### src/hdl/ttse_pkg.sv
// Shared types, codes and constants for the tick timer and switch event block.
`timescale 1ns / 1ps

package ttse_pkg;

  // Defaults for the channel counts
  localparam int LED_CHANNELS_DEF = 4;
  localparam int USER_TIMERS_DEF  = 4;

  // Field widths
  localparam int PERIOD_W  = 7;
  localparam int MS_W      = 16;
  localparam int PINS_W    = 4;
  localparam int REM_W     = 23;
  localparam int SEC_W     = 31;
  localparam int ACC_W     = 10;
  localparam int LED_CNT_W = 8;
  localparam int USR_CNT_W = 16;
  localparam int FLS_CNT_W = 8;
  localparam int NUM_W     = MS_W + 1;
  localparam int STEP_W    = 5;

  // Packed stream widths
  localparam int S_TDATA_W = 24;
  localparam int S_TUSER_W = 3;
  localparam int M_TDATA_W = 72;

  // Time constants
  localparam int unsigned MS_PER_SECOND    = 1000;
  localparam int unsigned FLUSH_TIMEOUT_MS = 100;
  localparam logic [PERIOD_W-1:0] PERIOD_RESET = 7'd10;
  localparam logic [LED_CNT_W-1:0] LED_CNT_MAX = 8'hff;

  // Request function codes
  typedef enum logic [2:0] {
    FN_TICK        = 3'd0,
    FN_SET_TIMER   = 3'd1,
    FN_READ_TIMER  = 3'd2,
    FN_FLASH_LED   = 3'd3,
    FN_LED_ON      = 3'd4,
    FN_LED_OFF     = 3'd5,
    FN_ARM_FLUSH   = 3'd6,
    FN_CLEAR_FLUSH = 3'd7
  } func_t;

  // Switch event codes
  typedef enum logic [1:0] {
    EV_NONE = 2'd0,
    EV_OFF  = 2'd1,
    EV_DOWN = 2'd2,
    EV_UP   = 2'd3
  } sw_event_t;

  // Sequencer states
  typedef enum logic [1:0] {
    ST_IDLE,
    ST_DIV,
    ST_MUL,
    ST_DONE
  } state_t;

  // Map an active-high switch position to its event code
  function automatic sw_event_t sw_event(input logic [1:0] pos);
    sw_event_t ev;
    case (pos)
      2'd0:    ev = EV_OFF;
      2'd1:    ev = EV_DOWN;
      2'd2:    ev = EV_UP;
      default: ev = EV_NONE;
    endcase
    return ev;
  endfunction

endpackage

### src/hdl/tick_timers_and_switch_events.sv
// Top level of the poll-tick timer, LED flash and switch event block.
//
//  channel  dir  fields (tuser / tdata, lowest bit first)
//  s_*      in   tuser: func[2:0]; tdata: channel[1:0], duration_ms[17:2],
//                switch_pins[21:18], zero fill [23:22]
//  m_*      out  tdata: timer_expired[3:0], flush_due[4], switch1_event[6:5],
//                switch2_event[8:7], led_lit[12:9], remaining_ms[35:13],
//                seconds[66:36], zero fill [71:67]
//  cfg_*    in   data: poll_period_ms[6:0]
//
// Tick, LED on/off and clear-flush requests, and requests on a bad channel, are
// answered from idle. Set timer, flash LED and arm flush run 17 steps of the shared
// add/subtract unit, a restoring divide by the poll period; read timer runs 7
// shift-add steps of the same unit. A finished result waits in the output register;
// the block takes no new request until that register can be loaded. rst is
// synchronous and clears all timers, LEDs, switch history and the seconds clock.
`timescale 1ns / 1ps

module tick_timers_and_switch_events
  import ttse_pkg::*;
#(
  parameter int LED_CHANNELS = LED_CHANNELS_DEF,
  parameter int USER_TIMERS  = USER_TIMERS_DEF
) (
  input  logic                  clk,
  input  logic                  rst,
  input  logic                  s_tvalid,
  output logic                  s_tready,
  // channel, duration_ms, switch_pins
  input  logic [S_TDATA_W-1:0]  s_tdata,
  // func
  input  logic [S_TUSER_W-1:0]  s_tuser,
  output logic                  m_tvalid,
  input  logic                  m_tready,
  // timer_expired, flush_due, switch1_event, switch2_event, led_lit,
  // remaining_ms, seconds
  output logic [M_TDATA_W-1:0]  m_tdata,
  input  logic                  cfg_valid,
  output logic                  cfg_ready,
  // poll_period_ms
  input  logic [PERIOD_W-1:0]   cfg_data
);

  localparam int LED_W = (LED_CHANNELS > 4) ? LED_CHANNELS : 4;
  localparam int USR_W = (USER_TIMERS > 4) ? USER_TIMERS : 4;

  // Configuration
  logic [PERIOD_W-1:0] period;
  logic [PERIOD_W-1:0] p;

  // Architectural state
  logic [LED_CNT_W-1:0] led_cnt      [LED_CHANNELS];
  logic [LED_CNT_W-1:0] led_cnt_next [LED_CHANNELS];
  logic [USR_CNT_W-1:0] user_cnt      [USER_TIMERS];
  logic [USR_CNT_W-1:0] user_cnt_next [USER_TIMERS];
  logic [FLS_CNT_W-1:0] flush_cnt, flush_cnt_next;
  logic [LED_CHANNELS-1:0] led_on, led_on_next;
  logic [PINS_W-1:0]    last_sw, last_sw_next;
  logic [ACC_W-1:0]     ms_acc, ms_acc_next;
  logic [SEC_W-1:0]     sec_cnt, sec_cnt_next;

  // Sequencer and shared unit operands
  state_t               state, state_next;
  func_t                op_func, op_func_next;
  logic [1:0]           op_ch, op_ch_next;
  logic [STEP_W-1:0]    step, step_next;
  logic [NUM_W-1:0]     dq, dq_next;
  logic [PERIOD_W-1:0]  drem, drem_next;
  logic [REM_W-1:0]     acc, acc_next;
  logic [REM_W-1:0]     mcand, mcand_next;
  logic [PERIOD_W-1:0]  mplier, mplier_next;

  // Output register
  logic                 out_valid_next;
  logic [3:0]           o_expired, o_expired_next;
  logic                 o_flush, o_flush_next;
  sw_event_t            o_ev1, o_ev1_next;
  sw_event_t            o_ev2, o_ev2_next;
  logic [3:0]           o_led, o_led_next;
  logic [REM_W-1:0]     o_rem, o_rem_next;
  logic [SEC_W-1:0]     o_sec, o_sec_next;

  // Shared add/subtract unit
  logic [REM_W-1:0]     alu_a, alu_b, alu_sum;
  logic                 alu_sub;

  // Request fields
  func_t                in_func;
  logic [1:0]           in_ch;
  logic [MS_W-1:0]      in_ms;
  logic [PINS_W-1:0]    in_pins;
  logic                 accept;
  logic                 out_free;

  // Tick helpers
  logic [ACC_W:0]       ms_sum;
  logic [PINS_W-1:0]    sw_now, sw_diff;
  logic [USR_W-1:0]     expired_all;
  logic [LED_W-1:0]     led_wide;
  logic [7:0]           div_r2;
  logic                 div_bit;
  logic [USR_CNT_W-1:0] rd_cnt;
  logic                 ch_led_ok, ch_user_ok;

  assign p         = (period == '0) ? PERIOD_W'(1) : period;
  assign in_func   = func_t'(s_tuser);
  assign in_ch     = s_tdata[1:0];
  assign in_ms     = s_tdata[17:2];
  assign in_pins   = s_tdata[21:18];
  assign out_free  = !m_tvalid || m_tready;
  assign s_tready  = (state == ST_IDLE) && out_free;
  assign accept    = s_tvalid && s_tready;
  assign cfg_ready = 1'b1;

  assign m_tdata = {5'd0, o_sec, o_rem, o_led, o_ev2, o_ev1, o_flush, o_expired};

  // Shared unit: one 23-bit adder that also subtracts
  assign alu_sum = alu_a + (alu_b ^ {REM_W{alu_sub}}) + REM_W'(alu_sub);

  // Divide step operand: partial remainder with next dividend bit
  assign div_r2  = {drem, dq[NUM_W-1]};
  assign div_bit = !alu_sum[REM_W-1];

  // Drive the shared unit from the active step
  always_comb begin
    alu_a   = '0;
    alu_b   = '0;
    alu_sub = 1'b0;
    case (state)
      ST_DIV: begin
        alu_a   = REM_W'(div_r2);
        alu_b   = REM_W'(p);
        alu_sub = 1'b1;
      end
      ST_MUL: begin
        alu_a = acc;
        alu_b = mcand;
      end
      default: begin
        alu_sub = 1'b0;
      end
    endcase
  end

  // Select the addressed user timer for a read and check channel range
  always_comb begin
    rd_cnt = '0;
    for (int i = 0; i < USER_TIMERS; i++) begin
      if (32'(in_ch) == i) rd_cnt = user_cnt[i];
    end
  end

  assign ch_user_ok = 32'(in_ch) < USER_TIMERS;
  assign ch_led_ok  = 32'(in_ch) < LED_CHANNELS;
  assign ms_sum     = (ACC_W+1)'(ms_acc) + (ACC_W+1)'(p);
  assign sw_now     = ~in_pins;
  assign sw_diff    = sw_now ^ last_sw;

  // Sequencer: next state, state updates and result load
  always_comb begin
    state_next     = state;
    op_func_next   = op_func;
    op_ch_next     = op_ch;
    step_next      = step;
    dq_next        = dq;
    drem_next      = drem;
    acc_next       = acc;
    mcand_next     = mcand;
    mplier_next    = mplier;
    led_cnt_next   = led_cnt;
    user_cnt_next  = user_cnt;
    flush_cnt_next = flush_cnt;
    led_on_next    = led_on;
    last_sw_next   = last_sw;
    ms_acc_next    = ms_acc;
    sec_cnt_next   = sec_cnt;
    expired_all    = '0;
    led_wide       = '0;

    out_valid_next = m_tvalid && !m_tready;
    o_expired_next = o_expired;
    o_flush_next   = o_flush;
    o_ev1_next     = o_ev1;
    o_ev2_next     = o_ev2;
    o_led_next     = o_led;
    o_rem_next     = o_rem;
    o_sec_next     = o_sec;

    case (state)
      ST_IDLE: begin
        if (accept) begin
          op_func_next   = in_func;
          op_ch_next     = in_ch;
          out_valid_next = 1'b1;
          o_expired_next = '0;
          o_flush_next   = 1'b0;
          o_ev1_next     = EV_NONE;
          o_ev2_next     = EV_NONE;
          o_rem_next     = '0;
          case (in_func)
            FN_TICK: begin
              // advance seconds clock
              if (ms_sum >= (ACC_W+1)'(MS_PER_SECOND)) begin
                ms_acc_next  = ACC_W'(ms_sum - (ACC_W+1)'(MS_PER_SECOND));
                sec_cnt_next = sec_cnt + SEC_W'(1);
              end else begin
                ms_acc_next = ACC_W'(ms_sum);
              end
              // count down LED flash timers
              for (int i = 0; i < LED_CHANNELS; i++) begin
                if (led_cnt[i] != '0) begin
                  led_cnt_next[i] = led_cnt[i] - LED_CNT_W'(1);
                  if (led_cnt[i] == LED_CNT_W'(1)) led_on_next[i] = 1'b0;
                end
              end
              // count down user timers
              for (int i = 0; i < USER_TIMERS; i++) begin
                if (user_cnt[i] != '0) begin
                  user_cnt_next[i] = user_cnt[i] - USR_CNT_W'(1);
                  if (user_cnt[i] == USR_CNT_W'(1)) expired_all[i] = 1'b1;
                end
              end
              o_expired_next = expired_all[3:0];
              // count down flush timer
              if (flush_cnt != '0) begin
                flush_cnt_next = flush_cnt - FLS_CNT_W'(1);
                o_flush_next   = (flush_cnt == FLS_CNT_W'(1));
              end
              // decode switch changes
              last_sw_next = sw_now;
              if (sw_diff[3:2] != 2'b00) o_ev1_next = sw_event(sw_now[3:2]);
              if (sw_diff[1:0] != 2'b00) o_ev2_next = sw_event(sw_now[1:0]);
            end
            FN_SET_TIMER: begin
              if (ch_user_ok) begin
                dq_next        = NUM_W'(in_ms) + NUM_W'(p - PERIOD_W'(1));
                drem_next      = '0;
                step_next      = STEP_W'(NUM_W);
                state_next     = ST_DIV;
                out_valid_next = m_tvalid && !m_tready;
              end
            end
            FN_READ_TIMER: begin
              if (ch_user_ok) begin
                acc_next       = '0;
                mcand_next     = REM_W'(rd_cnt);
                mplier_next    = p;
                step_next      = STEP_W'(PERIOD_W);
                state_next     = ST_MUL;
                out_valid_next = m_tvalid && !m_tready;
              end
            end
            FN_FLASH_LED: begin
              if (ch_led_ok) begin
                dq_next        = NUM_W'(in_ms);
                drem_next      = '0;
                step_next      = STEP_W'(NUM_W);
                state_next     = ST_DIV;
                out_valid_next = m_tvalid && !m_tready;
              end
            end
            FN_LED_ON: begin
              for (int i = 0; i < LED_CHANNELS; i++) begin
                if (32'(in_ch) == i) led_on_next[i] = 1'b1;
              end
            end
            FN_LED_OFF: begin
              for (int i = 0; i < LED_CHANNELS; i++) begin
                if (32'(in_ch) == i) led_on_next[i] = 1'b0;
              end
            end
            FN_ARM_FLUSH: begin
              dq_next        = NUM_W'(FLUSH_TIMEOUT_MS) + NUM_W'(p - PERIOD_W'(1));
              drem_next      = '0;
              step_next      = STEP_W'(NUM_W);
              state_next     = ST_DIV;
              out_valid_next = m_tvalid && !m_tready;
            end
            FN_CLEAR_FLUSH: begin
              flush_cnt_next = '0;
            end
            default: begin
              flush_cnt_next = '0;
            end
          endcase
        end
      end

      ST_DIV: begin
        // one restoring divide step: keep difference when no borrow
        drem_next = div_bit ? alu_sum[PERIOD_W-1:0] : div_r2[PERIOD_W-1:0];
        dq_next   = {dq[NUM_W-2:0], div_bit};
        step_next = step - STEP_W'(1);
        if (step == STEP_W'(1)) state_next = ST_DONE;
      end

      ST_MUL: begin
        // one shift-add multiply step over the period bits
        if (mplier[0]) acc_next = alu_sum;
        mcand_next  = {mcand[REM_W-2:0], 1'b0};
        mplier_next = {1'b0, mplier[PERIOD_W-1:1]};
        step_next   = step - STEP_W'(1);
        if (step == STEP_W'(1)) state_next = ST_DONE;
      end

      ST_DONE: begin
        // commit the quotient or product once the output register is free
        if (out_free) begin
          out_valid_next = 1'b1;
          o_expired_next = '0;
          o_flush_next   = 1'b0;
          o_ev1_next     = EV_NONE;
          o_ev2_next     = EV_NONE;
          o_rem_next     = '0;
          state_next     = ST_IDLE;
          case (op_func)
            FN_SET_TIMER: begin
              for (int i = 0; i < USER_TIMERS; i++) begin
                if (32'(op_ch) == i) user_cnt_next[i] = dq[USR_CNT_W-1:0];
              end
            end
            FN_FLASH_LED: begin
              for (int i = 0; i < LED_CHANNELS; i++) begin
                if (32'(op_ch) == i) begin
                  led_cnt_next[i] = (dq > NUM_W'(LED_CNT_MAX)) ? LED_CNT_MAX
                                                               : dq[LED_CNT_W-1:0];
                  led_on_next[i]  = 1'b1;
                end
              end
            end
            FN_ARM_FLUSH: begin
              flush_cnt_next = dq[FLS_CNT_W-1:0];
            end
            FN_READ_TIMER: begin
              o_rem_next = acc;
            end
            default: begin
              o_rem_next = '0;
            end
          endcase
        end
      end

      default: begin
        state_next = ST_IDLE;
      end
    endcase

    // LED and seconds fields always show the state after the request
    led_wide   = LED_W'(led_on_next);
    o_led_next = (state_next == ST_IDLE && (accept || state == ST_DONE)) ?
                 led_wide[3:0] : o_led;
    o_sec_next = (state_next == ST_IDLE && (accept || state == ST_DONE)) ?
                 sec_cnt_next : o_sec;
  end

  // Control registers
  always_ff @(posedge clk) begin
    if (rst) begin
      state     <= ST_IDLE;
      m_tvalid  <= 1'b0;
      period    <= PERIOD_RESET;
      flush_cnt <= '0;
      led_on    <= '0;
      last_sw   <= '0;
      ms_acc    <= '0;
      sec_cnt   <= '0;
      for (int i = 0; i < LED_CHANNELS; i++) led_cnt[i] <= '0;
      for (int i = 0; i < USER_TIMERS; i++) user_cnt[i] <= '0;
    end else begin
      state     <= state_next;
      m_tvalid  <= out_valid_next;
      flush_cnt <= flush_cnt_next;
      led_on    <= led_on_next;
      last_sw   <= last_sw_next;
      ms_acc    <= ms_acc_next;
      sec_cnt   <= sec_cnt_next;
      led_cnt   <= led_cnt_next;
      user_cnt  <= user_cnt_next;
      if (cfg_valid && cfg_ready) period <= cfg_data;
    end
  end

  // Operand and result payload registers
  always_ff @(posedge clk) begin
    op_func   <= op_func_next;
    op_ch     <= op_ch_next;
    step      <= step_next;
    dq        <= dq_next;
    drem      <= drem_next;
    acc       <= acc_next;
    mcand     <= mcand_next;
    mplier    <= mplier_next;
    o_expired <= o_expired_next;
    o_flush   <= o_flush_next;
    o_ev1     <= o_ev1_next;
    o_ev2     <= o_ev2_next;
    o_led     <= o_led_next;
    o_rem     <= o_rem_next;
    o_sec     <= o_sec_next;
  end

endmodule

### config.mk
export PLATFORM = sky130hd
export DESIGN_NAME = tick_timers_and_switch_events
export DESIGN_NICKNAME = d
export VERILOG_FILES = /design/src/hdl/ttse_pkg.sv /design/src/hdl/tick_timers_and_switch_events.sv
export SDC_FILE = /design/constraint.sdc
export NUM_CORES = 1
export LEC_CHECK = 0
export BUFFER_PORTS_ARGS = -buffer_cell sky130_fd_sc_hd__buf_2
export CAP_MARGIN = 5
export CORE_UTILIZATION = 25
export CTS_CLUSTER_SIZE = 12
export DETAILED_ROUTE_END_ITERATION = 10
export PLACE_DENSITY = 0.39
export SKIP_LAST_GASP = 1
export SLEW_MARGIN = 20
export SYNTH_ARGS = -nofsm -noshare
export SYNTH_HDL_FRONTEND = slang
export SYNTH_SLANG_ARGS = --single-unit
### constraint.sdc
create_clock -name clk -period 4.4 [get_ports clk]
set_clock_uncertainty 0.1 [all_clocks]
set_input_delay 0.88 -clock clk [delete_from_list [all_inputs] [get_ports clk]]
set_output_delay 0.88 -clock clk [all_outputs]
set_load 0.05 [all_outputs]
==> metrics.yaml, run 1 <==
remaining_drc_errors: 0
cts_buffer_depth: 3
wl_um: 63730
crit_fanout: 17
cts-root-buf: "clkbuf_16"
power.density_mw_per_mm2: 678.2
gp_congestion: 0.8519
drive_gt1_frac: 0.1351
post_drt_wl_per_cell_um: 18.92
ir_worst_vdd_uv: 311.6
crit_chain: "nor2_1 -> a31o_2 -> ha_1 -> fa_2 -> maj3_2 -> a21oi_1 -> xnor2_1 -> inv_1 -> ha_1 -> nor2b_1 -> a31oi_1 -> nor4_4 -> a22oi_2 -> buf_12 -> nor4_2 -> mux2_2"
grt_pass1_vias: 16386
synth_area_sq_mm: 0.01926
core_area_sq_mm: 0.07608
cap_violations: 0
dp_slack_ps: 110.1
track_usage: 0.1601
num_vias: 17052
numPortBuffers: 105
initial_core_util: 0.2531
yosysSeqAreaShare: 0.4096
hold_path_class: "flip-flop to flip-flop"
rows: 101
first_iter_violations: 1108
min_period_over_period: 0.9403
crit_required_ps: 4760
worstSetupPathType: "flip-flop to flip-flop"
ys_ff_latch: 317
grt.overflow.total: 0
clk_pin_slew_ps: 60
total_leakage_power_nw: 8.459
die_h_um: 279.5
grt_max_degree: 73
slew_violations: 0
netlist_instances: 2212
placed_cells: 3296
cts_tree: "built"
power.total_mw: 15.25
h-tree-depth: 2
end_kind: "flip-flop"
viasPerCell: 5.061
grt_pass1_wl_um: 97790
ys_warn_count: 0
final_util: 0.2957
firstDrtPassIters: 5
max_freq_mhz: 241.7
n_fill_cell: 8150
cp_slowest_cell: "fa_2"
outcome: "finished, final reports clean"
worst_slack_ps: 262.7
fin_cells: 3369
post-dp-hpwl_um: 45880
placed_area_sq_mm: 0.02116
nets: 2428
crit_top_cell: "ha_1"
maxSlewHeadroom: 0.3420
ant_nets: 0
async_reset_ff_frac: 0
start_kind: "flip-flop"
slowest_delay_ps: 410
die_x_um: 279.5
synth_edf_count: 154
period_needed_ps: 4137
cts.sinks: 317
antenna_found_initial: 4
hold_slack_ps: 351.6
syn_to_final_growth_pct: 16.80
design_area_sq_mm: 0.02249
die-area_sq_mm: 0.07814
dominantRegCellSynth: "dfxtp_1"
setup-tns-final_ps: 0
numCtsBuffers: 41
reg2reg_slack_ps: 260
cp.arrival_ps: 4500
hold_violations: 0
io_pins: 114
clock_latency_ps: 580
mostFrequentLayoutCell: "nor2_1"
layout_common_cells: "nor2_1 (246), nand2_1 (235), a21oi_1 (204), o21ai_0 (166), dfxtp_1 (163)"
synth.avg_cell_area_sq_um: 8.706
diodes: 0
rsz0062_at_grt: "true"
finalSetupViolCount: 0
ys_types: 89
worst_slew_pin_slew_ps: 973.7
-- state kept, by name (all words and copies together), names as in the netlist, 5 cells and up --
signal	flops
flush_cnt	8
o_rem	23
led_cnt	32
o_sec	31
mcand	23
ms_acc	10
acc	23
dq	17
sec_cnt	31
period	7
user_cnt	64
mplier	7
step	5
drem	7
-- per-layer routing --
layer,vias to the layer above,GRT usage,part of all wire
met5,-,0,0.00052
met4,6,0.04778,0.026
met3,100,0.02519,0.048
met2,367,0.2662,0.47
met1,8256,0.2126,0.46
li1,8323,-,-
-- final timing paths --
kind         cells past startpoint        start     endpoint
max                             16    period[6]  sec_cnt[26]
min                              2  led_cnt[30]  led_cnt[30]
max reg2reg                     16    period[6]  sec_cnt[26]
min reg2reg                      2  led_cnt[30]  led_cnt[30]
-- critical path, delay by kind of cell, from the launching register on --
kind / cells / cell delay, ps
adder cells (fa/ha/maj): 4 / 1220
AND/OR/NAND/NOR: 4 / 820
AO/OA/AOI/OAI: 4 / 720
multiplexers: 1 / 370
flip-flops: 1 / 340
buffers and inverters: 2 / 280
XOR/XNOR: 1 / 180
-- final cells by class --
class,count,area (sq um),share of cell area
Inverter,65,244.0,0.01085
Sequential cell,317,7888,0.3507
Multi-Input combinational cell,1711,10690,0.4751
Clock buffer,59,1134,0.05040
Tap cell,1030,1289,0.05730
Clock inverter,13,156.4,0.006953
Timing Repair Buffer,174,1096,0.04873
-- cell families after synthesis --
family,Yosys count,synth area share
AOI/OAI and AO/OA,634,0.2056
and+or+nand+nor,860,0.2191
buffers and inverters,197,0.04184
other,2,0.0003900
adders and majority gates,81,0.05360
muxes,50,0.03755
DFF,317,0.4096
xor gates and xnor gates,71,0.03229
-- repair_timing --
item,4_1_cts,5_1_grt
gates resized for setup,0,6
buffers inserted,0,1
hold buffers,0,0
endpoints found under the setup margin,0,37
-- report_power, final --
part           switching, mW  internal (mW)  total [mW]
logic                   4.71           2.63        7.34
registers              0.713           3.86        4.57
clock network           1.38           1.97        3.35
total                   6.81           8.45        15.3
-- Yosys cell counts (all sizes together) (7+ instances only) --
| master | instances | area [sq um] |
|---|---|---|
| mux2 | 18 | 202.7 |
| xnor2 | 45 | 394.1 |
| buf | 37 | 205.2 |
| nand2 | 235 | 882.1 |
| nor2b | 26 | 162.7 |
| nor4 | 26 | 226.5 |
| a21o | 25 | 187.7 |
| a22oi | 27 | 207.7 |
| a31oi | 29 | 181.4 |
| a311oi | 16 | 158.9 |
| or4 | 21 | 172.7 |
| or2 | 8 | 50.05 |
| clkbuf | 95 | 356.6 |
| nor3 | 77 | 400.4 |
| o21ai | 169 | 845.8 |
| o21bai | 7 | 52.55 |
| mux4 | 16 | 360.4 |
| nor4b | 15 | 137.6 |
| nand4 | 14 | 87.58 |
| ha | 76 | 950.9 |
| o31ai | 29 | 217.7 |
| o22ai | 14 | 87.58 |
| xor2 | 26 | 227.7 |
| edfxtp | 154 | 4624 |
| o211ai | 10 | 75.07 |
| or3 | 27 | 168.9 |
| dfxtp | 163 | 3263 |
| o21a | 10 | 75.07 |
| nor3b | 8 | 60.06 |
| nand2b | 11 | 68.82 |
| nand3 | 52 | 260.3 |
| a21oi | 206 | 1035 |
| and2 | 58 | 362.9 |
| nor2 | 246 | 923.4 |
| a32oi | 7 | 68.82 |
| inv | 63 | 236.5 |
| a211oi | 22 | 170.2 |
| and3 | 22 | 137.6 |
| mux2i | 16 | 160.2 |
Power figures use the tool's default switching activity.
==> run 2: changes to the inputs <==
--- a/config.mk
+++ b/config.mk
@@ -7,10 +7,10 @@
 export LEC_CHECK = 0
 export BUFFER_PORTS_ARGS = -buffer_cell sky130_fd_sc_hd__buf_2
 export CAP_MARGIN = 5
-export CORE_UTILIZATION = 25
+export CORE_UTILIZATION = 47
 export CTS_CLUSTER_SIZE = 12
 export DETAILED_ROUTE_END_ITERATION = 10
-export PLACE_DENSITY = 0.39
+export PLACE_DENSITY = 0.65
 export SKIP_LAST_GASP = 1
 export SLEW_MARGIN = 20
 export SYNTH_ARGS = -nofsm -noshare
==> run 2 against run 1 <==
Net effect:
- sequential power barely moved
- final cell count fell by 15%
- largest cell class unchanged
- global-route usage rose by 9.7 points
- highest routed layer unchanged
- setup slack got worse by 86 ps
==> metrics.yaml, run 2 (synthesized netlist as in run 1, its figures left out) <==
nets: 2410  # -0.74%
die_x_um: 204.4  # -27%
cap_violations: 0  # unchanged
clock_latency_ps: 560  # -20 ps
remaining_drc_errors: 0  # unchanged
cp.arrival_ps: 4420  # -80 ps
h-tree-depth: 2  # unchanged
die-area_sq_mm: 0.04179  # -47%
wl_um: 53730  # -16%
hold_violations: 0  # unchanged
power.density_mw_per_mm2: 678.6  # about the same
grt_max_degree: 110  # +51%
total_leakage_power_nw: 8.336  # -1.5%
whs_endpoint: "led_cnt[30]"
worstSetupPathType: "flip-flop to flip-flop"
min_period_over_period: 0.9599  # +0.01955
cts_buffer_depth: 3  # unchanged
crit_fanout: 6  # -11
post-dp-hpwl_um: 38050  # -17%
cp_slowest_cell: "or4_1"
regToRegEndpoint: "dq[15]"
cts_tree: "built"
crit_required_ps: 4590  # -170 ps
io_pins: 114  # unchanged
max_freq_mhz: 236.8  # -2.0%
rows: 73  # -28%
drive_gt1_frac: 0.1296  # -0.005471
viasPerCell: 6.053  # +20%
power.total_mw: 14.66  # -3.9%
reg2reg_slack_ps: 180  # -90 ps
mostFrequentLayoutCell: "nor2_1"
antenna_found_initial: 3  # -1
numPortBuffers: 105  # unchanged
top_usage_layer: "met2"
end_kind: "flip-flop"
cts-root-buf: "clkbuf_16"
ant_nets: 0  # unchanged
ir_worst_vdd_uv: 424.1  # +36%
core_area_sq_mm: 0.04010  # -47%
gp_congestion: 0.9223  # +8.3%
slowest_delay_ps: 550  # +140 ps
outcome: "finished, final reports clean"
track_usage: 0.2567  # +0.09657
hold_path_class: "flip-flop to flip-flop"
clk_pin_slew_ps: 60  # about the same
finalSetupViolCount: 0  # unchanged
largest_register: "user_cnt"
whs_path_depth: 2  # unchanged
grt.overflow.total: 0  # unchanged
n_fill_cell: 3665  # -55%
min-delay-start: "led_cnt[30]"
worstRegToRegCells: 16  # unchanged
setup-tns-final_ps: 0  # unchanged
start_kind: "flip-flop"
grt_pass1_vias: 16382  # -0.024%
top_regs: "user_cnt x64, led_cnt x32"
cts.sinks: 317  # unchanged
layout_common_cells: "nor2_1 (246), nand2_1 (235), a21oi_1 (203), o21ai_0 (164), dfxtp_1 (163)"
die_h_um: 204.4  # -27%
use_met3: 0.03795  # +0.01276
firstDrtPassIters: 6  # +1
grt_util_met1: 0.3354  # +0.1228
maxSlewHeadroom: 0.4037  # +0.06162
worst_slew_pin_slew_ps: 886.3  # -87.32 ps
num_vias: 17246  # +1.1%
slew_violations: 0  # unchanged
first_iter_violations: 1402  # +27%
syn_to_final_growth_pct: 12.20
period_needed_ps: 4223  # +86.02 ps
grt_pass1_wl_um: 85500  # -13%
r2r-start: "period[2]"
largest_reg_flops: 64  # unchanged
ctsHoldBuffers: 0  # unchanged
groute.layer.met2.usage: 0.4222  # +0.1559
initial_core_util: 0.4803  # +0.2271
numCtsBuffers: 38  # -7.3%
post_drt_wl_per_cell_um: 18.86  # -0.30%
crit_chain: "nor2_1 -> a31o_2 -> inv_1 -> ha_1 -> nor3b_1 -> nor3b_1 -> xnor2_1 -> inv_1 -> ha_1 -> or4_1 -> a21oi_2 -> o311ai_1 -> a21o_1 -> nor2_1 -> nor3_1 -> or3b_2"
run 2: cell types whose count changed in the layout (fill, tap and decap cells not counted), moves of 3 or more:
cell	change
buf_4	-15
clkbuf_16	-3
clkbuf_8	-3
clkinv_2	+6
run 2: per-stage QoR:
| step | cell area (sq um) | util | setup WS (ps) | hold slack [ps] | cells |
|---|---|---|---|---|---|
| final | 21610 | 0.5389 | 176.6 | 352.1 | 2849 |
| after global routing | 21610 | 0.5389 | -1.709 | 381.6 | 2849 |
| after CTS | 21540 | 0.5371 | 85.37 | 354.2 | 2845 |
| after detailed placement | 20390 | 0.5085 | 147.2 | 346.2 | 2775 |
| after global placement | 20390 | 0.5085 | 187.3 | 335.4 | 2775 |
| after floorplan | 19310 | - | 68.70 | 326.6 | 2225 |
run 2: final cells by class:
type | count | area [sq um] | area share
clock inverters | 18 | 131.4 | 0.006080
inverters | 65 | 244.0 | 0.01129
repair buffers | 159 | 974.7 | 0.04511
diodes | 2 | 5.005 | 0.0002316
flip-flops and latches | 317 | 7888 | 0.3650
multi-input cells | 1711 | 10690 | 0.4949
clock buffers | 52 | 1013 | 0.04690
well taps | 525 | 656.9 | 0.03040
run 2: repair_timing:
action / CTS / global route
buffers inserted: 0 / 2
endpoints found under the setup margin: 0 / 38
gates resized for setup: 0 / 12
run 2: worst max path at each step:
stage | start | cells past startpoint | endpoint
3_3_place_gp | period[1] | 16 | dq[15]
3_5_place_dp | period[6] | 16 | dq[15]
2_1_floorplan | period[2] | 18 | dq[15]
4_1_cts | period[2] | 16 | dq[15]
5_1_grt | period[2] | 16 | dq[15]
6_report | period[2] | 16 | dq[15]
run 2: per-layer routing:
| layer | up-vias | share of wire |
|---|---|---|
| li1 | 8283 | - |
| met1 | 8238 | 0.44 |
| met2 | 598 | 0.47 |
| met3 | 125 | 0.064 |
| met4 | 2 | 0.034 |
| met5 | - | 0.00017 |
run 2: where the power goes:
group / total [mW] / internal, mW / switching, mW / leakage (nW)
registers: 4.56 / 3.85 / 0.707 / 2.80
clock network: 2.95 / 1.68 / 1.27 / 0.564
logic: 7.15 / 2.60 / 4.55 / 4.97
total: 14.7 / 8.14 / 6.53 / 8.34
run 2: critical path, delay by kind of cell, from the launching register on:
family | cells | cell delay, ps
flip-flops | 1 | 340
AND/OR/NAND/NOR | 7 | 1770
adder cells (fa/ha/maj) | 2 | 430
buffers and inverters | 2 | 210
AO/OA/AOI/OAI | 4 | 830
XOR/XNOR | 1 | 260
==> run 3: changes to the inputs <==
--- a/config.mk
+++ b/config.mk
@@ -10,7 +10,7 @@
 export CORE_UTILIZATION = 47
 export CTS_CLUSTER_SIZE = 12
 export DETAILED_ROUTE_END_ITERATION = 10
-export PLACE_DENSITY = 0.65
+export PLACE_DENSITY_LB_ADDON = 0.08
 export SKIP_LAST_GASP = 1
 export SLEW_MARGIN = 20
 export SYNTH_ARGS = -nofsm -noshare
==> constraint.sdc (replaced) <==
create_clock -name clk -period 4.3 [get_ports clk]
set_clock_uncertainty 0.1 [all_clocks]
set_input_delay 0.86 -clock clk [delete_from_list [all_inputs] [get_ports clk]]
set_output_delay 0.86 -clock clk [all_outputs]
set_load 0.05 [all_outputs]
==> run 3 against run 2 <==
Net effect:
- global-route usage rose by 0.37 points
- clock power up 9.5%
- die area unchanged
- sequential share of layout area shrank 0.37 points
- sequential power rose by 2%
- utilization grew 0.56 points
- critical endpoint is now acc[15]
==> metrics.yaml, run 3 (synthesized netlist as in run 1, its figures left out) <==
die_h_um: 204.4  # unchanged
crit_required_ps: 4490  # -100 ps
largest_reg_flops: 64  # unchanged
antenna_found_initial: 1  # -2
hold_path_class: "flip-flop to flip-flop"
min-delay-start: "led_cnt[30]"
fin_cells: 2857  # +0.28%
cts.sinks: 317  # unchanged
whs_endpoint: "led_cnt[30]"
grt_pass1_wl_um: 86370  # +1.0%
h-tree-depth: 2  # unchanged
outcome: "finished, final reports clean"
power.density_mw_per_mm2: 699.8  # +3.1%
hold_violations: 0  # unchanged
period_needed_ps: 4097  # -126.4 ps
start_kind: "flip-flop"
maxSlewHeadroom: 0.4020  # -0.001684
clk_pin_slew_ps: 60  # about the same
diodes: 0  # -2
total_leakage_power_nw: 8.455  # +1.4%
num_vias: 17047  # -1.2%
worstSetupPathType: "flip-flop to flip-flop"
largest_register: "user_cnt"
clock_latency_ps: 570  # about the same
core_area_sq_mm: 0.04010  # unchanged
post-dp-hpwl_um: 39060  # +2.7%
track_usage: 0.2604  # +0.003723
reg2reg_slack_ps: 200  # +30 ps
viasPerCell: 5.967  # -1.4%
worstRegToRegCells: 16  # unchanged
wl_um: 54450  # +1.3%
mostFrequentLayoutCell: "nor2_1"
post_drt_wl_per_cell_um: 19.06  # +1.1%
ant_nets: 0  # unchanged
regToRegEndpoint: "acc[15]"
rsz0062_at_grt: "false"
finalSetupViolCount: 0  # unchanged
whs_path_depth: 2  # unchanged
grt.overflow.total: 0  # unchanged
nets: 2421  # +0.46%
grt_pass1_vias: 15954  # -2.6%
rows: 73  # unchanged
cts_buffer_depth: 3  # unchanged
grt_max_degree: 71  # -35%
firstDrtPassIters: 6  # unchanged
worst_slew_pin_slew_ps: 888.8  # +2.502 ps
end_kind: "flip-flop"
cts_tree: "built"
numPortBuffers: 105  # unchanged
slew_violations: 0  # unchanged
die_x_um: 204.4  # unchanged
setup-tns-final_ps: 0  # unchanged
remaining_drc_errors: 0  # unchanged
min_period_over_period: 0.9528  # -0.007070
ir_worst_vdd_uv: 765.4  # +80%
numCtsBuffers: 38  # unchanged
r2r-start: "state[1]"
cap_violations: 0  # unchanged
top_regs: "user_cnt x64, led_cnt x32"
initial_core_util: 0.4803  # unchanged
gp_congestion: 0.9013  # -2.3%
first_iter_violations: 1422  # +1.4%
layout_common_cells: "nor2_1 (246), nand2_1 (235), a21oi_1 (203), o21ai_0 (163), dfxtp_1 (163)"
cp.arrival_ps: 4290  # -130 ps
crit_fanout: 14  # +8
max_freq_mhz: 244.1  # +3.1%
die-area_sq_mm: 0.04179  # unchanged
syn_to_final_growth_pct: 13.36
ctsHoldBuffers: 0  # unchanged
drive_gt1_frac: 0.1372  # +0.007592
io_pins: 114  # unchanged
placed_cells: 2787  # +0.43%
cts-root-buf: "clkbuf_16"
-- run 3: cell types whose count changed in the layout (fill, tap and decap cells not counted), sizes merged --
cell,before,now
buf,159,170
bufinv,1,2
clkbuf,52,54
clkinv,17,15
diode,2,0
inv,65,63
-- run 3: area by class of cell --
type / count / area [sq um]
Sequential cell: 317 / 7888
Tap cell: 525 / 656.9
Clock inverter: 15 / 145.1
Timing Repair Buffer: 170 / 1057
Clock buffer: 54 / 1094
Fill cell: 3694 / 18270
Multi-Input combinational cell: 1711 / 10750
Inverter: 65 / 244.0
-- run 3: power breakdown --
group / switching (mW) / internal (mW) / total (mW) / leakage, nW
Combinational: 4.72 / 2.67 / 7.39 / 5.05
Clock: 1.33 / 1.90 / 3.23 / 0.607
Sequential: 0.715 / 3.94 / 4.66 / 2.80
-- run 3: per-stage QoR --
step | area, sq um | power [mW] | setup WS (ps) | utilization | hold WS (ps)
after detailed placement | 20490 | 11.94 | 44.89 | 0.5109 | 354.6
after floorplan | 19310 | 10.01 | 27.47 | - | 326.6
after global placement | 20490 | 11.78 | 129.9 | 0.5109 | 338.8
after global routing | 21830 | 16.30 | 7.958 | 0.5444 | 379.4
final | 21830 | 15.28 | 203.0 | 0.5444 | 354.8
after CTS | 21720 | 15.23 | 28.40 | 0.5418 | 361.7
-- run 3: worst max path at each step --
stage,from,endpoint,depth (start not counted)
floorplan,state[0],drem[0],16
global placement,period[6],dq[15],16
detailed placement,period[6],o_sec[22],15
CTS,period[6],o_sec[24],15
global route,period[5],sec_cnt[20],16
finish,state[1],acc[15],16
-- run 3: timing repair --
item / CTS / global route
gates resized for setup: 0 / 21
endpoints found under the setup margin: 0 / 46
setup buffers: 0 / 1
-- run 3: worst max-delay path, stage by stage (launching register included) --
cell and delay (ps):
dfxtp_1 420, inv_1 100, ha_2 430, inv_1 100, buf_4 190, o21ai_0 160, o21ai_0 170, buf_4 180
ha_1 350, a21o_1 210, a21oi_1 160, o21bai_1 80, a21o_1 190, a2111o_1 440, a41oi_1 300, xor2_1 180
nor2_1 60
-- run 3: routing by layer --
| layer | routed length (um) | global-route usage | vias to the layer above |
|---|---|---|---|
| li1 | - | - | 8299 |
| met1 | 23990 | 0.3506 | 8067 |
| met2 | 25080 | 0.4168 | 567 |
| met3 | 3633 | 0.04576 | 112 |
| met4 | 1742 | 0.09595 | 2 |
| met5 | 10 | 0 | - |
